**config.mk**
```make
export PLATFORM = sky130hd
export DESIGN_NAME = rcht_ctrl
export DESIGN_NICKNAME = d
export VERILOG_FILES = /design/src/rtl/rcht_pkg.sv /design/src/rtl/rcht_ctrl.sv
export SDC_FILE = /design/constraint.sdc
export NUM_CORES = 1
export LEC_CHECK = 0
export BUFFER_PORTS_ARGS = -buffer_cell sky130_fd_sc_hd__buf_2
export CAP_MARGIN = 20
export CORE_AREA = 2 2 39 41
export DETAILED_ROUTE_END_ITERATION = 16
export DIE_AREA = 0 0 41 43
export PLACE_DENSITY = 0.3
export SYNTH_ARGS = -nofsm -noshare
export SYNTH_HDL_FRONTEND = slang
export SYNTH_SLANG_ARGS = --single-unit
```
**constraint.sdc**
```tcl
create_clock -name i_clk -period 0.97 [get_ports i_clk]
set_input_delay 0.0485 -clock i_clk [delete_from_list [all_inputs] [get_ports i_clk]]
set_output_delay 0.0485 -clock i_clk [all_outputs]
set_load 0.005 [all_outputs]
```
**src/rtl/rcht_pkg.sv**
```systemverilog
// ============================================================================
// rcht_pkg: shared types and constants of the ref-counted handle table
// Request and response payloads, request kinds, status codes, table sizes.
// ============================================================================
package rcht_pkg;

    localparam int HANDLE_COUNT = 256;
    localparam int VALUE_BITS   = 32;
    localparam int COUNT_BITS   = 16;

    localparam int HW = (HANDLE_COUNT > 1) ? $clog2(HANDLE_COUNT) : 1;

    localparam logic [HW:0]           HCOUNT = (HW + 1)'(HANDLE_COUNT);
    localparam logic [COUNT_BITS-1:0] CMAX   = '1;

    // request kinds
    localparam logic [2:0] KIND_SAVE  = 3'd0;
    localparam logic [2:0] KIND_ADD   = 3'd1;
    localparam logic [2:0] KIND_DROP  = 3'd2;
    localparam logic [2:0] KIND_QUERY = 3'd3;
    localparam logic [2:0] KIND_READ  = 3'd4;

    // status codes
    localparam logic [1:0] ST_OK      = 2'd0;
    localparam logic [1:0] ST_UNKNOWN = 2'd1;
    localparam logic [1:0] ST_FULL    = 2'd2;
    localparam logic [1:0] ST_SAT     = 2'd3;

    typedef struct packed {
        logic [2:0]  kind;
        logic [7:0]  handle_in;
        logic [31:0] store_value;
    } t_req;

    typedef struct packed {
        logic [7:0]  handle_out;
        logic [15:0] ref_count;
        logic [31:0] read_value;
        logic        was_freed;
        logic [8:0]  live_items;
        logic [1:0]  status;
    } t_rsp;

    // controller to datapath
    typedef struct packed {
        logic load;   // latch the request
        logic read;   // read the tables
        logic exec;   // update tables, register the response
    } t_cmd;

endpackage

```
**src/rtl/rcht_ctrl.sv**
```systemverilog
// ============================================================================
// rcht_ctrl: request sequencer
// Steps each accepted request through table read and execute.
// ============================================================================
module rcht_ctrl
    import rcht_pkg::*;
(
    input  logic i_clk,
    input  logic i_rst_n,
    input  logic i_start,
    output logic o_busy,
    output t_cmd o_cmd
);

    typedef enum logic [2:0] {
        S_IDLE = 3'b001,
        S_READ = 3'b010,
        S_EXEC = 3'b100
    } t_state;

    t_state r_state, n_state;

    always_ff @(posedge i_clk) begin
        if (!i_rst_n) begin
            r_state <= S_IDLE;
        end else begin
            r_state <= n_state;
        end
    end

    always_comb begin
        n_state = r_state;
        unique case (r_state)
            S_IDLE: begin
                if (i_start) n_state = S_READ;
            end
            S_READ: n_state = S_EXEC;
            S_EXEC: n_state = S_IDLE;
            default: n_state = S_IDLE;
        endcase
    end

    assign o_busy     = (r_state != S_IDLE);
    assign o_cmd.load = i_start && (r_state == S_IDLE);
    assign o_cmd.read = (r_state == S_READ);
    assign o_cmd.exec = (r_state == S_EXEC);

endmodule

```
* After elaboration in Yosys (flattened, before gate mapping) *
Cells that the tools add are included.

cells by class
  equal/unequal tests = 5
  reduce and logical (&&, ||, !) cells = 1
  muxes and demuxes = 2

operator list
  operator              number
  $pmux W3 S2           1
  $eq A3 B1 Y1 const B  1
  $eq A3 B2 Y1 const B  1
  $eq A3 B3 Y1 const B  1
  $mux W3               1
  $ne A3 B1 Y1 const B  1
  $ne A2 B2 Y1 const B  1
  $logic_and A1 B1 Y1   1

storage, ports and cells
  output and inout port bits = 4
  logic and storage cells = 9
  register bits = 3

* Longest topological paths before layout *
  depth in word-level cells = 2
  depth in mapped cells = 3
  gate-level depth less buffers = 2

* Worst setup path after synthesis *
Ideal clock, no wire load.

  kind = flip-flop to output port
  start = register r_state[0]
  end = output port o_cmd[2] (netlist name)
  buffers on the path = 0
  required time = 0.922 ns
  slack = 0.092 ns
  data arrival time = 0.830 ns
  stages on the path, launching flop included = 3
  cell sequence = dfxtp_1 or3b_1 nor2_2

RTL lines
  item                    RTL line         text
  start, declared         rcht_ctrl.sv:21  t_state r_state, n_state;
  start signal, assigned  rcht_ctrl.sv:27  r_state <= n_state;
  end, declared           rcht_ctrl.sv:12  output t_cmd o_cmd

==> summary.md <==
| Metric | Value |
|---|---|
| Status | finished, violations left |
| Failing checks | setup timing |
| CP Class | reg -> out |
| Fmax | approximately 0.85 GHz |
| Max clock buf depth | 2 |
| Wirelength, routed | approximately 440 um |
| Drt drc | 0 |
| Final Worst Setup Slack | -206 ps |
| Syn_area_per_cell | 9.84 sq um |
| Fillers | approximately 150 |
| Synthesis-to-layout area growth | 97.5% |
| Setup violators final | 5 |
| Final setup TNS | -545 ps |
| Vias in the first global route | 138 |
| Peak supply drop | 0.000392 V |
| Period minus WS final | approximately 1200 ps |
| Largest area contributor in the netlist | dfxtp_1 |
| CTS H-Tree Depth | 1 |
| Unrepaired setup endpoints after global routing | yes |
| Max_cap viols | 0 |
| CP delay by family, top | simple AND/OR/NAND/NOR gates |
| Clock Pin Slew Worst Setup and Hold Paths | roughly 40 ps |
| Top Registers | r_state: 3 flops |
| Final core utilization | a little over a fifth |
| Crit path buf inv count | 1 |
| Share of cells above drive strength 1 | a little under nine tenths |
| Synth area leaders | dfxtp_1, nor2b_1, and4b_2, and3b_2, and2b_2 |
| Max incr delay on CP | 380 ps |
| Via/cell ratio | around 3.5 |
| Hold buffers post-CTS | 0 |
| Final nets | 33 |
| Via Count | around 160 |
| Synth warn | 0 |
| Leakage | about 0.14 nW |
| Die Wd | just over 40 um |
| Slew headroom | about 86% |
| Commonest non-fill, non-tap cell in the layout | buf_2 |
| Placer Congestion | approximately 0.60 |
| Die height | ~43 um |
| Max-slew violation count | 0 |
| Data arrival, critical path | ~1100 ps |
| Fin Clk Skew | between 3 and 4 ps |
| Antenna-violating nets left | 0 |
| Wirelength per Cell | around 9.8 um |
| Post-synthesis cell count | 15 |
| DRT iter0 DRCs | 0 |
| Critical Path Start Type | flop |
| Drt pass-1 iters | 1 |
| DIE AREA | about 1800 sq um |
| Period utilization | 121% |
| Largest net degree at the start of global routing | 5 |
| Port bufs | 6 |
| Seq cells post-synth | 3 |
| Final Hold Fails | 0 |
| Yosys top cell area share | between 40% and 50% |
| Ant diodes | 0 |
| CP Capture Type | output port |
| Detailed placement HPWL | roughly 250 um |
| Most frequent cells in the layout | buf_2, buf_6, clkbuf_4, dfxtp_2 |
| Critical path required time | about 920 ps |
| Reg with most FFs | r_state |
| IO Pins | 7 |
| Hold WC Path Type | in -> reg |
| Std cell rows | 14 |
| Sequential area share after synthesis | just over 40% |
| Overall routing resource usage | between 5 and 6% |
| Total chip power | approximately 0.42 mW |
| Yosys cell types | 12 |
| CTS tree | yes |
| Synth Cell Area | roughly 150 sq um |
| Core area | between 1000 and 1500 sq um |
| Overflow after GRT | 0 |
| Post-Place Setup Slack | -28.6 ps |
| CTS buffer count | 3 |
| Clock sinks | 3 |
| Initial antenna violation count | 0 |
| Root Buffer | clkbuf_4 |
| Worst-Margin Slew | approximately 210 ps |
| First-pass GRT wire length | between 500 and 600 um |
| Slowest CP cell | or3b_4 |
| Clock Latency Late Sink | approximately 230 ps |
| Starting Density | a little over a tenth |
| Worst path cell trace | or3b_4 -> nor2_2 -> buf_2 |
| Cell Pwr Density | roughly 1400 nW/um^2 |
| Post-synth net total | 18 |
| Max FFs per register | 3 |
| Crit path max fanout | 4 |
## area by class of cell
type	instances	area, sq um	area share, %
clock buffers	4	26.3	9.01
multi-input cells	10	95.1	32.6
flip-flops and latches	3	63.8	21.9
inverters	1	3.75	1.29
well taps	16	20.0	6.87
repair buffers	11	82.6	28.3
## cell families (layout without fill, tap and decap cells)
family / Yosys count / after routing / share of synthesized area (%)
simple gates: 9 / 9 / 48.3
flops: 3 / 3 / 40.7
buf+inv: 2 / 16 / 7.63
compound gates: 1 / 1 / 3.39
## where the power goes
part / total [mW] / switching, mW / internal, mW
logic: 0.0675 / 0.0250 / 0.0425
clock network: 0.218 / 0.0636 / 0.154
registers: 0.137 / 0.00521 / 0.132
## synthesized netlist by cell type
cell type / count
dfxtp_1: 3
and4b_2: 1
or3b_1: 1
nor2_2: 1
buf_4: 1
and2_1: 1
and2b_2: 1
o21ai_0: 1
inv_1: 1
nor3b_1: 1
and3b_2: 1
nor2b_1: 2
## tightest hold or removal path, cell delays in order
cell and delay, ps:
buf_2 90, nor2b_1 140, o21ai_2 50
## final timing paths
path	from	to	slack (ps)	depth (start not counted)
max	r_state[0]	o_cmd[2]	-210	3
min	i_rst_n	r_state[0]	130	3
max reg2reg	r_state[0]	r_state[2]	-50	4
min reg2reg	r_state[2]	r_state[0]	580	3
## per-stage QoR
step,hold slack [ps],instances,cell area (sq um)
finish,131,45,292
floorplan,177,15,148
detailed placement,371,38,205
global route,145,45,292
CTS,125,44,260
global placement,376,38,205
## repair_timing
item | CTS | global route
setup endpoints to repair | 4 | 4
resized for setup | 5 | 7
buffers inserted | 2 | 1
pin swaps | 2 | 1
## per-layer routing
metal	track usage, %	share of wire, %	vias to the layer above
met5	0	0	-
met4	6.00	3.9	0
met3	1.57	7.3	2
met2	6.56	54	6
met1	5.77	35	71
li1	-	-	77
Power figures use the tool's default switching activity.
